===== src/hdl/hsf_pkg.sv =====
// ----------------------------------------------------------------------------
// hsf_pkg
// Shared types and constants for the scaled forward step unit.
// ----------------------------------------------------------------------------
package hsf_pkg;

  // Probability format, fixed by the field widths of the interface.
  localparam int PROB_BITS = 16;
  localparam int WIDE_BITS = PROB_BITS + 2;

  // Default model size.
  localparam int DEF_NUM_STATES  = 4;
  localparam int DEF_NUM_SYMBOLS = 8;

  // Interface field widths.
  localparam int ACTION_W    = 2;
  localparam int SYMBOL_W    = 3;
  localparam int ROW_W       = 3;
  localparam int COL_W       = 2;
  localparam int STATE_IDX_W = 2;

  typedef enum logic [ACTION_W-1:0] {
    ACT_OBSERVE    = 2'd0,
    ACT_LOAD_TRANS = 2'd1,
    ACT_LOAD_EMIT  = 2'd2,
    ACT_LOAD_INIT  = 2'd3
  } action_e;

  // Commands from the controller to the datapath.
  typedef struct packed {
    logic capture;    // input transfer: latch the item, write a table on loads
    logic tr_mul;     // forward(j) times transition(j, i)
    logic acc_add;    // add the rounded transition term
    logic base_load;  // select the base value for state i
    logic em_mul;     // base times emission
    logic u_store;    // round, store the unscaled value, add it to the sum
    logic div_init;   // start normalizing state i
    logic div_step;   // one quotient bit
    logic out_load;   // fill the output register
  } hsf_cmd_t;

  // Status from the datapath to the controller.
  typedef struct packed {
    logic start;       // current observation opens a sequence
    logic div_bypass;  // zero sum or saturating quotient, no iterations needed
  } hsf_stat_t;

endpackage


===== src/hdl/hsf_ram.sv =====
// ----------------------------------------------------------------------------
// hsf_ram
// Generic single write port RAM with one registered read port.
// ----------------------------------------------------------------------------
module hsf_ram #(
  parameter int WIDTH = 16,
  parameter int DEPTH = 16
) (
  input  logic                     clk_i,
  input  logic                     we_i,
  input  logic [$clog2(DEPTH)-1:0] waddr_i,
  input  logic [WIDTH-1:0]         wdata_i,
  input  logic [$clog2(DEPTH)-1:0] raddr_i,
  output logic [WIDTH-1:0]         rdata_o
);

  logic [WIDTH-1:0] mem_q [DEPTH];
  logic [WIDTH-1:0] rdata_q;

  always_ff @(posedge clk_i) begin
    if (we_i) begin
      mem_q[waddr_i] <= wdata_i;
    end
    rdata_q <= mem_q[raddr_i];
  end

  assign rdata_o = rdata_q;

endmodule


===== src/hdl/hsf_datapath.sv =====
// ----------------------------------------------------------------------------
// hsf_datapath
// Tables, forward vector, multiply-accumulate path and serial divider.
// ----------------------------------------------------------------------------
module hsf_datapath
  import hsf_pkg::*;
#(
  parameter int NUM_STATES  = DEF_NUM_STATES,
  parameter int NUM_SYMBOLS = DEF_NUM_SYMBOLS
) (
  input  logic                          clk_i,
  input  logic                          rst_ni,
  input  hsf_cmd_t                      cmd_i,
  output hsf_stat_t                     stat_o,
  input  logic [$clog2(NUM_STATES)-1:0] dst_idx_i,
  input  logic [$clog2(NUM_STATES)-1:0] src_idx_i,
  input  logic [ACTION_W-1:0]           action_i,
  input  logic                          sequence_start_i,
  input  logic [SYMBOL_W-1:0]           symbol_i,
  input  logic [ROW_W-1:0]              table_row_i,
  input  logic [COL_W-1:0]              table_col_i,
  input  logic [PROB_BITS-1:0]          prob_value_i,
  output logic [STATE_IDX_W-1:0]        state_index_o,
  output logic [PROB_BITS-1:0]          forward_prob_o,
  output logic [WIDE_BITS-1:0]          scale_sum_o,
  output logic                          zero_sum_error_o,
  output logic                          last_of_run_o
);

  localparam int SI_W     = $clog2(NUM_STATES);
  localparam int TR_DEPTH = NUM_STATES * NUM_STATES;
  localparam int TR_AW    = $clog2(TR_DEPTH);
  localparam int EM_DEPTH = NUM_SYMBOLS * NUM_STATES;
  localparam int EM_AW    = $clog2(EM_DEPTH);
  localparam int ACC_W    = PROB_BITS + SI_W + 1;
  localparam int SUM_W    = WIDE_BITS + SI_W;
  localparam int PROD_W   = 2 * PROB_BITS;
  localparam int UPROD_W  = WIDE_BITS + PROB_BITS;
  localparam logic [31:0]          WIDE_MAX = 32'((64'd1 << WIDE_BITS) - 64'd1);
  localparam logic [PROB_BITS-1:0] PROB_MAX = '1;
  localparam logic [SI_W-1:0]      LAST_IDX = SI_W'(NUM_STATES - 1);

  action_e act;
  logic tr_we, em_we, init_we;
  logic [TR_AW-1:0] tr_waddr, tr_raddr;
  logic [EM_AW-1:0] em_waddr, em_raddr;
  logic [PROB_BITS-1:0] tr_rdata, em_rdata, em_val;

  logic                  start_q, sym_ok_q;
  logic [SYMBOL_W-1:0]   sym_q;
  logic [PROD_W-1:0]     prod_q;
  logic [ACC_W-1:0]      acc_q;
  logic [WIDE_BITS-1:0]  base_q;
  logic [UPROD_W-1:0]    uprod_q;
  logic [SUM_W-1:0]      sum_q;
  logic [PROB_BITS-1:0]  init_q [NUM_STATES];
  logic [PROB_BITS-1:0]  fwd_q  [NUM_STATES];
  logic [WIDE_BITS-1:0]  uns_q  [NUM_STATES];
  logic [SUM_W-1:0]      rem_q;
  logic [PROB_BITS-1:0]  quo_q;
  logic                  bypass_q;

  logic [PROD_W:0]       prod_rnd;
  logic [UPROD_W:0]      uprod_rnd;
  logic [WIDE_BITS:0]    u_raw;
  logic [WIDE_BITS-1:0]  u_sat;
  logic [SUM_W:0]        rem_sh, den_ext;
  logic                  sum_zero, bypass, rnd_up;
  logic [PROB_BITS-1:0]  f_val;

  assign act = action_e'(action_i);

  // Table writes; out of range rows and columns are dropped.
  assign tr_we = cmd_i.capture && (act == ACT_LOAD_TRANS) &&
                 (32'(table_row_i) < NUM_STATES) && (32'(table_col_i) < NUM_STATES);
  assign em_we = cmd_i.capture && (act == ACT_LOAD_EMIT) &&
                 (32'(table_row_i) < NUM_SYMBOLS) && (32'(table_col_i) < NUM_STATES);
  assign init_we = cmd_i.capture && (act == ACT_LOAD_INIT) &&
                   (32'(table_row_i) < NUM_STATES);

  assign tr_waddr = TR_AW'(32'(table_row_i) * NUM_STATES + 32'(table_col_i));
  assign em_waddr = EM_AW'(32'(table_row_i) * NUM_STATES + 32'(table_col_i));
  assign tr_raddr = TR_AW'(32'(src_idx_i) * NUM_STATES + 32'(dst_idx_i));
  assign em_raddr = EM_AW'(32'(sym_q) * NUM_STATES + 32'(dst_idx_i));

  hsf_ram #(.WIDTH(PROB_BITS), .DEPTH(TR_DEPTH)) u_tr_ram (
    .clk_i   (clk_i),
    .we_i    (tr_we),
    .waddr_i (tr_waddr),
    .wdata_i (prob_value_i),
    .raddr_i (tr_raddr),
    .rdata_o (tr_rdata)
  );

  hsf_ram #(.WIDTH(PROB_BITS), .DEPTH(EM_DEPTH)) u_em_ram (
    .clk_i   (clk_i),
    .we_i    (em_we),
    .waddr_i (em_waddr),
    .wdata_i (prob_value_i),
    .raddr_i (em_raddr),
    .rdata_o (em_rdata)
  );

  assign em_val = sym_ok_q ? em_rdata : '0;

  // Rounding of the products to the probability grid.
  assign prod_rnd  = {1'b0, prod_q} + (PROD_W + 1)'(1 << (PROB_BITS - 1));
  assign uprod_rnd = {1'b0, uprod_q} + (UPROD_W + 1)'(1 << (PROB_BITS - 1));
  assign u_raw     = uprod_rnd[UPROD_W:PROB_BITS];
  assign u_sat     = u_raw[WIDE_BITS] ? WIDE_BITS'(WIDE_MAX) : u_raw[WIDE_BITS-1:0];

  // Divider support.
  assign den_ext  = {1'b0, sum_q};
  assign rem_sh   = {rem_q, 1'b0};
  assign sum_zero = (sum_q == '0);
  assign bypass   = sum_zero || (SUM_W'(uns_q[dst_idx_i]) >= sum_q);
  assign rnd_up   = (rem_sh >= den_ext);

  always_comb begin
    if (sum_zero) begin
      f_val = '0;
    end else if (bypass_q) begin
      f_val = PROB_MAX;
    end else if (rnd_up && (quo_q != PROB_MAX)) begin
      f_val = quo_q + PROB_BITS'(1);
    end else begin
      f_val = quo_q;
    end
  end

  assign stat_o.start      = start_q;
  assign stat_o.div_bypass = bypass;

  always_ff @(posedge clk_i) begin
    if (init_we) begin
      init_q[SI_W'(table_row_i)] <= prob_value_i;
    end
    if (cmd_i.capture) begin
      start_q  <= sequence_start_i;
      sym_q    <= symbol_i;
      sym_ok_q <= (32'(symbol_i) < NUM_SYMBOLS);
    end
    if (cmd_i.tr_mul) begin
      prod_q <= PROD_W'(fwd_q[src_idx_i]) * PROD_W'(tr_rdata);
    end
    if (cmd_i.capture || cmd_i.u_store) begin
      acc_q <= '0;
    end else if (cmd_i.acc_add) begin
      acc_q <= acc_q + ACC_W'(prod_rnd[PROD_W:PROB_BITS]);
    end
    if (cmd_i.base_load) begin
      if (start_q) begin
        base_q <= WIDE_BITS'(init_q[dst_idx_i]);
      end else if (32'(acc_q) > WIDE_MAX) begin
        base_q <= WIDE_BITS'(WIDE_MAX);
      end else begin
        base_q <= WIDE_BITS'(acc_q);
      end
    end
    if (cmd_i.em_mul) begin
      uprod_q <= UPROD_W'(base_q) * UPROD_W'(em_val);
    end
    if (cmd_i.capture) begin
      sum_q <= '0;
    end else if (cmd_i.u_store) begin
      sum_q <= sum_q + SUM_W'(u_sat);
    end
    if (cmd_i.div_init) begin
      rem_q    <= SUM_W'(uns_q[dst_idx_i]);
      quo_q    <= '0;
      bypass_q <= bypass;
    end else if (cmd_i.div_step) begin
      if (rem_sh >= den_ext) begin
        rem_q <= SUM_W'(rem_sh - den_ext);
        quo_q <= {quo_q[PROB_BITS-2:0], 1'b1};
      end else begin
        rem_q <= rem_sh[SUM_W-1:0];
        quo_q <= {quo_q[PROB_BITS-2:0], 1'b0};
      end
    end
    if (cmd_i.out_load) begin
      state_index_o    <= STATE_IDX_W'(dst_idx_i);
      forward_prob_o   <= f_val;
      scale_sum_o      <= (32'(sum_q) > WIDE_MAX) ? WIDE_BITS'(WIDE_MAX)
                                                   : WIDE_BITS'(sum_q);
      zero_sum_error_o <= sum_zero;
      last_of_run_o    <= (dst_idx_i == LAST_IDX);
    end
  end

  // Forward and unscaled vectors have a defined reset value.
  always_ff @(posedge clk_i or negedge rst_ni) begin
    if (!rst_ni) begin
      for (int s = 0; s < NUM_STATES; s++) begin
        fwd_q[s] <= '0;
        uns_q[s] <= '0;
      end
    end else begin
      if (cmd_i.u_store) begin
        uns_q[dst_idx_i] <= u_sat;
      end
      if (cmd_i.out_load) begin
        fwd_q[dst_idx_i] <= f_val;
      end
    end
  end

endmodule


===== src/hdl/hsf_ctrl.sv =====
// ----------------------------------------------------------------------------
// hsf_ctrl
// Sequencer for one observation: accumulate, scale, divide, emit.
// ----------------------------------------------------------------------------
module hsf_ctrl
  import hsf_pkg::*;
#(
  parameter int NUM_STATES = DEF_NUM_STATES
) (
  input  logic                          clk_i,
  input  logic                          rst_ni,
  input  logic                          in_valid_i,
  output logic                          in_ready_o,
  input  logic [ACTION_W-1:0]           action_i,
  output logic                          out_valid_o,
  input  logic                          out_ready_i,
  output hsf_cmd_t                      cmd_o,
  input  hsf_stat_t                     stat_i,
  output logic [$clog2(NUM_STATES)-1:0] dst_idx_o,
  output logic [$clog2(NUM_STATES)-1:0] src_idx_o
);

  localparam int SI_W = $clog2(NUM_STATES);
  localparam int K_W  = $clog2(PROB_BITS);
  localparam logic [SI_W-1:0] LAST_IDX = SI_W'(NUM_STATES - 1);
  localparam logic [K_W-1:0]  LAST_K   = K_W'(PROB_BITS - 1);

  typedef enum logic [3:0] {
    S_IDLE, S_ISSUE, S_MUL, S_ACC, S_EMRD, S_EMMUL, S_STORE, S_DIVST, S_DIV, S_OUT
  } state_e;

  state_e          state_q;
  logic [SI_W-1:0] i_q, j_q;
  logic [K_W-1:0]  k_q;
  logic            out_valid_q;
  logic            in_xfer, slot_free;

  assign in_ready_o = (state_q == S_IDLE);
  assign in_xfer    = in_valid_i && in_ready_o;
  assign slot_free  = !out_valid_q || out_ready_i;
  assign out_valid_o = out_valid_q;
  assign dst_idx_o  = i_q;
  assign src_idx_o  = j_q;

  always_comb begin
    cmd_o           = '0;
    cmd_o.capture   = in_xfer;
    cmd_o.tr_mul    = (state_q == S_MUL);
    cmd_o.acc_add   = (state_q == S_ACC);
    cmd_o.base_load = (state_q == S_EMRD);
    cmd_o.em_mul    = (state_q == S_EMMUL);
    cmd_o.u_store   = (state_q == S_STORE);
    cmd_o.div_init  = (state_q == S_DIVST);
    cmd_o.div_step  = (state_q == S_DIV);
    cmd_o.out_load  = (state_q == S_OUT) && slot_free;
  end

  always_ff @(posedge clk_i or negedge rst_ni) begin
    if (!rst_ni) begin
      state_q     <= S_IDLE;
      i_q         <= '0;
      j_q         <= '0;
      k_q         <= '0;
      out_valid_q <= 1'b0;
    end else begin
      if (cmd_o.out_load) begin
        out_valid_q <= 1'b1;
      end else if (out_ready_i) begin
        out_valid_q <= 1'b0;
      end
      case (state_q)
        S_IDLE: begin
          i_q <= '0;
          j_q <= '0;
          if (in_xfer && (action_e'(action_i) == ACT_OBSERVE)) begin
            state_q <= S_ISSUE;
          end
        end
        S_ISSUE: begin
          state_q <= stat_i.start ? S_EMRD : S_MUL;
        end
        S_MUL: begin
          state_q <= S_ACC;
        end
        S_ACC: begin
          if (j_q == LAST_IDX) begin
            j_q     <= '0;
            state_q <= S_EMRD;
          end else begin
            j_q     <= j_q + SI_W'(1);
            state_q <= S_ISSUE;
          end
        end
        S_EMRD: begin
          state_q <= S_EMMUL;
        end
        S_EMMUL: begin
          state_q <= S_STORE;
        end
        S_STORE: begin
          if (i_q == LAST_IDX) begin
            i_q     <= '0;
            state_q <= S_DIVST;
          end else begin
            i_q     <= i_q + SI_W'(1);
            state_q <= S_ISSUE;
          end
        end
        S_DIVST: begin
          k_q     <= '0;
          state_q <= stat_i.div_bypass ? S_OUT : S_DIV;
        end
        S_DIV: begin
          k_q <= k_q + K_W'(1);
          if (k_q == LAST_K) begin
            state_q <= S_OUT;
          end
        end
        S_OUT: begin
          if (slot_free) begin
            if (i_q == LAST_IDX) begin
              state_q <= S_IDLE;
            end else begin
              i_q     <= i_q + SI_W'(1);
              state_q <= S_DIVST;
            end
          end
        end
        default: begin
          state_q <= S_IDLE;
        end
      endcase
    end
  end

endmodule


===== src/hdl/hmm_scaled_forward_step_unit.sv =====
// ----------------------------------------------------------------------------
// hmm_scaled_forward_step_unit
// Scaled forward recursion of a hidden Markov model, one symbol per item.
// ----------------------------------------------------------------------------
// Load items produce no transfer on the output channel. An observe item
// builds the unscaled vector, from the initial table on a sequence start
// and from the transition terms otherwise, then normalizes it in the
// shared restoring divider, which retires one quotient bit per cycle.
// Reset is asynchronous and active low; it clears the sequencer, the output
// valid and the forward and unscaled vectors. The tables hold no reset value.
// ----------------------------------------------------------------------------
module hmm_scaled_forward_step_unit
  import hsf_pkg::*;
#(
  parameter int NUM_STATES  = DEF_NUM_STATES,
  parameter int NUM_SYMBOLS = DEF_NUM_SYMBOLS
) (
  input  logic                   clk_i,
  input  logic                   rst_ni,
  // Input channel.
  input  logic                   in_valid_i,
  output logic                   in_ready_o,
  input  logic [ACTION_W-1:0]    action_i,
  input  logic                   sequence_start_i,
  input  logic [SYMBOL_W-1:0]    symbol_i,
  input  logic [ROW_W-1:0]       table_row_i,
  input  logic [COL_W-1:0]       table_col_i,
  input  logic [PROB_BITS-1:0]   prob_value_i,
  // Output channel, one transfer per hidden state.
  output logic                   out_valid_o,
  input  logic                   out_ready_i,
  output logic [STATE_IDX_W-1:0] state_index_o,
  output logic [PROB_BITS-1:0]   forward_prob_o,
  output logic [WIDE_BITS-1:0]   scale_sum_o,
  output logic                   zero_sum_error_o,
  output logic                   last_of_run_o
);

  localparam int SI_W = $clog2(NUM_STATES);

  hsf_cmd_t        cmd;
  hsf_stat_t       stat;
  logic [SI_W-1:0] dst_idx, src_idx;

  // The controller walks destination state i and source state j; the
  // datapath does the arithmetic. The output register lets a finished
  // result wait for the consumer while the controller keeps dividing.
  hsf_ctrl #(.NUM_STATES(NUM_STATES)) u_ctrl (
    .clk_i       (clk_i),
    .rst_ni      (rst_ni),
    .in_valid_i  (in_valid_i),
    .in_ready_o  (in_ready_o),
    .action_i    (action_i),
    .out_valid_o (out_valid_o),
    .out_ready_i (out_ready_i),
    .cmd_o       (cmd),
    .stat_i      (stat),
    .dst_idx_o   (dst_idx),
    .src_idx_o   (src_idx)
  );

  // Products are rounded to the probability grid before they are summed,
  // and the normalized values are rounded half up and saturate.
  hsf_datapath #(
    .NUM_STATES  (NUM_STATES),
    .NUM_SYMBOLS (NUM_SYMBOLS)
  ) u_datapath (
    .clk_i            (clk_i),
    .rst_ni           (rst_ni),
    .cmd_i            (cmd),
    .stat_o           (stat),
    .dst_idx_i        (dst_idx),
    .src_idx_i        (src_idx),
    .action_i         (action_i),
    .sequence_start_i (sequence_start_i),
    .symbol_i         (symbol_i),
    .table_row_i      (table_row_i),
    .table_col_i      (table_col_i),
    .prob_value_i     (prob_value_i),
    .state_index_o    (state_index_o),
    .forward_prob_o   (forward_prob_o),
    .scale_sum_o      (scale_sum_o),
    .zero_sum_error_o (zero_sum_error_o),
    .last_of_run_o    (last_of_run_o)
  );

endmodule


===== config.mk =====
export PLATFORM = sky130hd
export DESIGN_NAME = hmm_scaled_forward_step_unit
export DESIGN_NICKNAME = d
export VERILOG_FILES = /design/src/hdl/hsf_pkg.sv /design/src/hdl/hsf_ram.sv /design/src/hdl/hsf_datapath.sv /design/src/hdl/hsf_ctrl.sv /design/src/hdl/hmm_scaled_forward_step_unit.sv
export SDC_FILE = /design/constraint.sdc
export NUM_CORES = 2
export LEC_CHECK = 0
export BUFFER_PORTS_ARGS = -buffer_cell sky130_fd_sc_hd__buf_4
export CAP_MARGIN = 10
export CORE_MARGIN = 10
export CORE_UTILIZATION = 58
export CTS_CLUSTER_SIZE = 20
export DETAILED_ROUTE_END_ITERATION = 8
export PLACE_DENSITY_LB_ADDON = 0.25
export SLEW_MARGIN = 20
export SYNTH_ARGS = -nofsm -noshare
export SYNTH_HDL_FRONTEND = slang
export SYNTH_SLANG_ARGS = --single-unit

===== constraint.sdc =====
create_clock -name clk_i -period 6.1 [get_ports clk_i]
set_input_delay 0.61 -clock clk_i [delete_from_list [all_inputs] [get_ports clk_i]]
set_output_delay 0.61 -clock clk_i [all_outputs]
set_load 0.02 [all_outputs]

==> impl_metrics.ini <==
[synth]
ys_async_sr_fraction = 0.1257
ys_types = 89
synth_cells = 4851
yosysSeqAreaShare = 0.5157
synthTopCellsByArea = edfxtp_1, fa_1, mux4_2
avgSynthCellArea_um2 = 13.57
syn_area_mm2 = 0.06583
yosys_warnings = 0
ys_seq_elements = 1185
synth-edff-count = 947
synth_nets = 5585
synth_top_cell_area_share = 0.4320
yosys.area.top_type = edfxtp_1
ys.flop_type = edfxtp_1

[setup_path]
required_ps = 6590
slowest_delay_ps = 580
arrival_ps = 6910
crit_chain = buf_6 > mux4_2 > buf_6 > and2_4 > fa_1 > inv_2 > fa_1 > inv_2 > fa_1 > fa_1 > fa_1 > inv_2 > fa_1 > inv_2 > ha_4 > buf_6 > nor3_4 > nor2_2 > a311o_1 > a21oi_2 > o21ai_2 > a21oi_2 > xnor2_1
critical_path.max_fanout = 6
cp-start-kind = register
cp-end-kind = register
startpoint = u_ctrl.src_idx_o[0]
slowest_stage = mux4_2
crit_top_cell = fa_1
criticalPathCategory = reg2reg
timing.rr.start = u_ctrl.src_idx_o[0]
crit_buf_inv = 7
cp_top_family = adder cells

[timing]
slew_viol_final = 0
min_period_ps = 6427
rsz0062_at_grt = yes
fin_tns_setup_ps = -3036
setup_ws_ps = -327.2
final-hold-violation-count = 0
finClkSkew_ps = 59.22
fin_crit_sh = 1.054
setup_viol = 14
tightest_slew_ps = 1086
fmax_mhz = 155.6
hold_ws_ps = 49.92
max-slew-margin-rel = 0.2743

[placed_design]
placed_area_mm2 = 0.06938
place_hpwl_um = 99800
io_buffers = 70
place_congestion = 0.8640

[run]
maxCapViolCount = 0

[final_layout]
final_area_mm2 = 0.07409
drive_above_1_share = 0.1972
areaGrowthSynthToFinish_pct = 12.54
multi_input_area_mm2 = 0.02961
diodes = 0
fin_nets = 5843
seq_area_mm2 = 0.03397
fillers = 7866

[cts]
tritoncts = built
cts_made_buffers = 115
root_buffer = clkbuf_16
cts.clk_slew.worst_paths_ps = 60
htreeDepth = 3
clock-sinks = 1185
clock_latency_ps = 730
clock_path_buffers = 3

[outcome]
outcome = complete, but fails checks
violations = negative setup slack

[route]
viasPerCell = 5.881
drt_wl_total_um = 148100
first_pass_iters = 8
wl_per_cell_um = 22.08
drtIter0Drc = 3268
num_vias = 39450
ant_nets = 0
route.detailed.drc = 0

[global_route]
grt_pass1_vias = 40780
overflow = 0
grt_start_max_net_pins = 122
grt_pass1_wl_um = 234600
antenna_found_initial = 2
groute.usage.overall = 0.2354

[floorplan]
dieArea_mm2 = 0.1274
die_x_um = 356.9
row_count = 123
core-area_mm2 = 0.1127
io_pins = 71
dieHeight_um = 356.9
start_util = 0.5844

[worst_hold_path]
min-delay-start = sequence_start_i
hold_path_class = in2reg
-- state kept, by name (all words and copies together) (netlist names), 2 cells and up --
signal,flops
u_ctrl.state_q,4
u_datapath.rem_q,20
u_datapath.quo_q,16
u_ctrl.src_idx_o,2
u_datapath.u_tr_ram.mem_q,256
u_datapath.base_q,18
u_ctrl.k_q,4
u_datapath.uprod_q,19
u_datapath.scale_sum_o,18
u_ctrl.dst_idx_o,2
u_datapath.acc_q,19
u_datapath.init_q,64
u_datapath.fwd_q,64
u_datapath.forward_prob_o,16
u_datapath.u_tr_ram.rdata_o,16
u_datapath.sum_q,20
u_datapath.sym_q,3
u_datapath.u_em_ram.mem_q,512
u_datapath.uns_q,72
u_datapath.state_index_o,2
u_datapath.u_em_ram.rdata_o,16
u_datapath.prod_q,17
-- logic make-up (layout without fill, tap and decap cells) --
group	after synthesis	after routing	share of synthesized area
compound gates	493	493	0.04713
xor+xnor	103	103	0.01370
fa+ha+maj	703	703	0.1812
buf+inv	760	1117	0.04423
flops	1185	1185	0.5157
mux	339	339	0.1076
simple gates	1268	1268	0.09056
-- final timing paths --
kind / to / slack [ps] / cells after the start
setup / recovery: u_datapath.prod_q[26] / -330 / 23
hold / removal: u_datapath.start_q / 50 / 1
setup reg to reg: u_datapath.prod_q[26] / -330 / 23
hold reg to reg: u_datapath.fwd_q[7] / 480 / 2
max in group asynchronous: u_datapath.uns_q[41] / 4160 / 3
min in group asynchronous: u_datapath.fwd_q[51] / 530 / 2
-- cells in the final DEF (no fill, tap or decap), types with 19 or more instances in the layout --
cell type  netlist  routed
a21oi_1        148     136
and2_1         246     226
dfrtp_1        149     146
o21ai_0        140     130
nor2b_1         22      19
clkinv_2         0      20
xor2_1          39      39
and2_4           1      21
buf_6            2      21
inv_1          548     535
nand3_1         66      63
mux2_2          44      44
fa_1           417     403
nor2_2           1      20
dfxtp_1         89      84
clkbuf_1       160      42
xnor2_1         64      61
nand2_1        515     508
nor3_1          37      28
nand4_1         27      27
a22o_1          19      19
buf_4            3     306
clkbuf_16        0     116
mux4_2         290     290
edfxtp_1       947     947
a21o_1          31      31
ha_1           286     267
nand2b_1        22      22
nor2_1         258     236
-- routing by layer --
metal  vias to the layer above  track usage  part of all wire
met5                         -            0          0.000088
li1                      17580            -                 -
met1                     20180       0.3295              0.42
met2                      1468       0.3839              0.48
met4                         2      0.05829             0.024
met3                       214      0.04253             0.072
-- cells in the mapped netlist (7+ instances only) --
| master | count |
|---|---|
| nor3_1 | 37 |
| inv_1 | 548 |
| a31oi_1 | 15 |
| o31ai_1 | 11 |
| a211oi_1 | 19 |
| nand2_1 | 515 |
| clkbuf_1 | 160 |
| fa_1 | 417 |
| nor2b_1 | 22 |
| edfxtp_1 | 947 |
| ha_1 | 286 |
| mux2_2 | 44 |
| or2_2 | 11 |
| xnor2_1 | 64 |
| xor2_1 | 39 |
| buf_1 | 18 |
| a21oi_1 | 148 |
| o21ai_1 | 11 |
| dfrtp_1 | 149 |
| nand3_1 | 66 |
| buf_2 | 24 |
| dfxtp_1 | 89 |
| o21a_1 | 18 |
| a21o_1 | 31 |
| o21ai_0 | 140 |
| nand2b_1 | 22 |
| nor4_1 | 7 |
| nor2_1 | 258 |
| nand4_1 | 27 |
| a22o_1 | 19 |
| mux4_2 | 290 |
| o211ai_1 | 12 |
| o22ai_1 | 8 |
| and2_1 | 246 |
| and3_1 | 19 |
-- final cells by class --
cell class	instances	share of cell area
Clock inverter	51	0.006130
Inverter	551	0.02791
Timing Repair Buffer	350	0.03990
Sequential cell	1185	0.4584
Tap cell	1500	0.02533
Clock buffer	165	0.04261
Multi-Input combinational cell	2906	0.3997
-- what timing repair did --
action,in CTS,in global routing
setup buffers,22,30
setup endpoints to repair,18,29
pin swaps,26,56
hold endpoints to repair,81,0
gates resized for setup,76,91
hold buffers,2,0
cloned,1,0
-- per-stage QoR --
stage | setup slack [ps] | utilization | instances
3_5_place_dp | -448.3 | 0.6159 | 6445
5_1_grt | -538.1 | 0.6577 | 6708
6_report | -327.2 | 0.6577 | 6708
2_1_floorplan | -225.2 | - | 4851
3_3_place_gp | -398.1 | 0.6159 | 6445
4_1_cts | -306.9 | 0.6525 | 6684
Power is left out: the tool's default activity adds up to more than one toggle a clock period on the data nets, which glitch-free logic cannot reach.
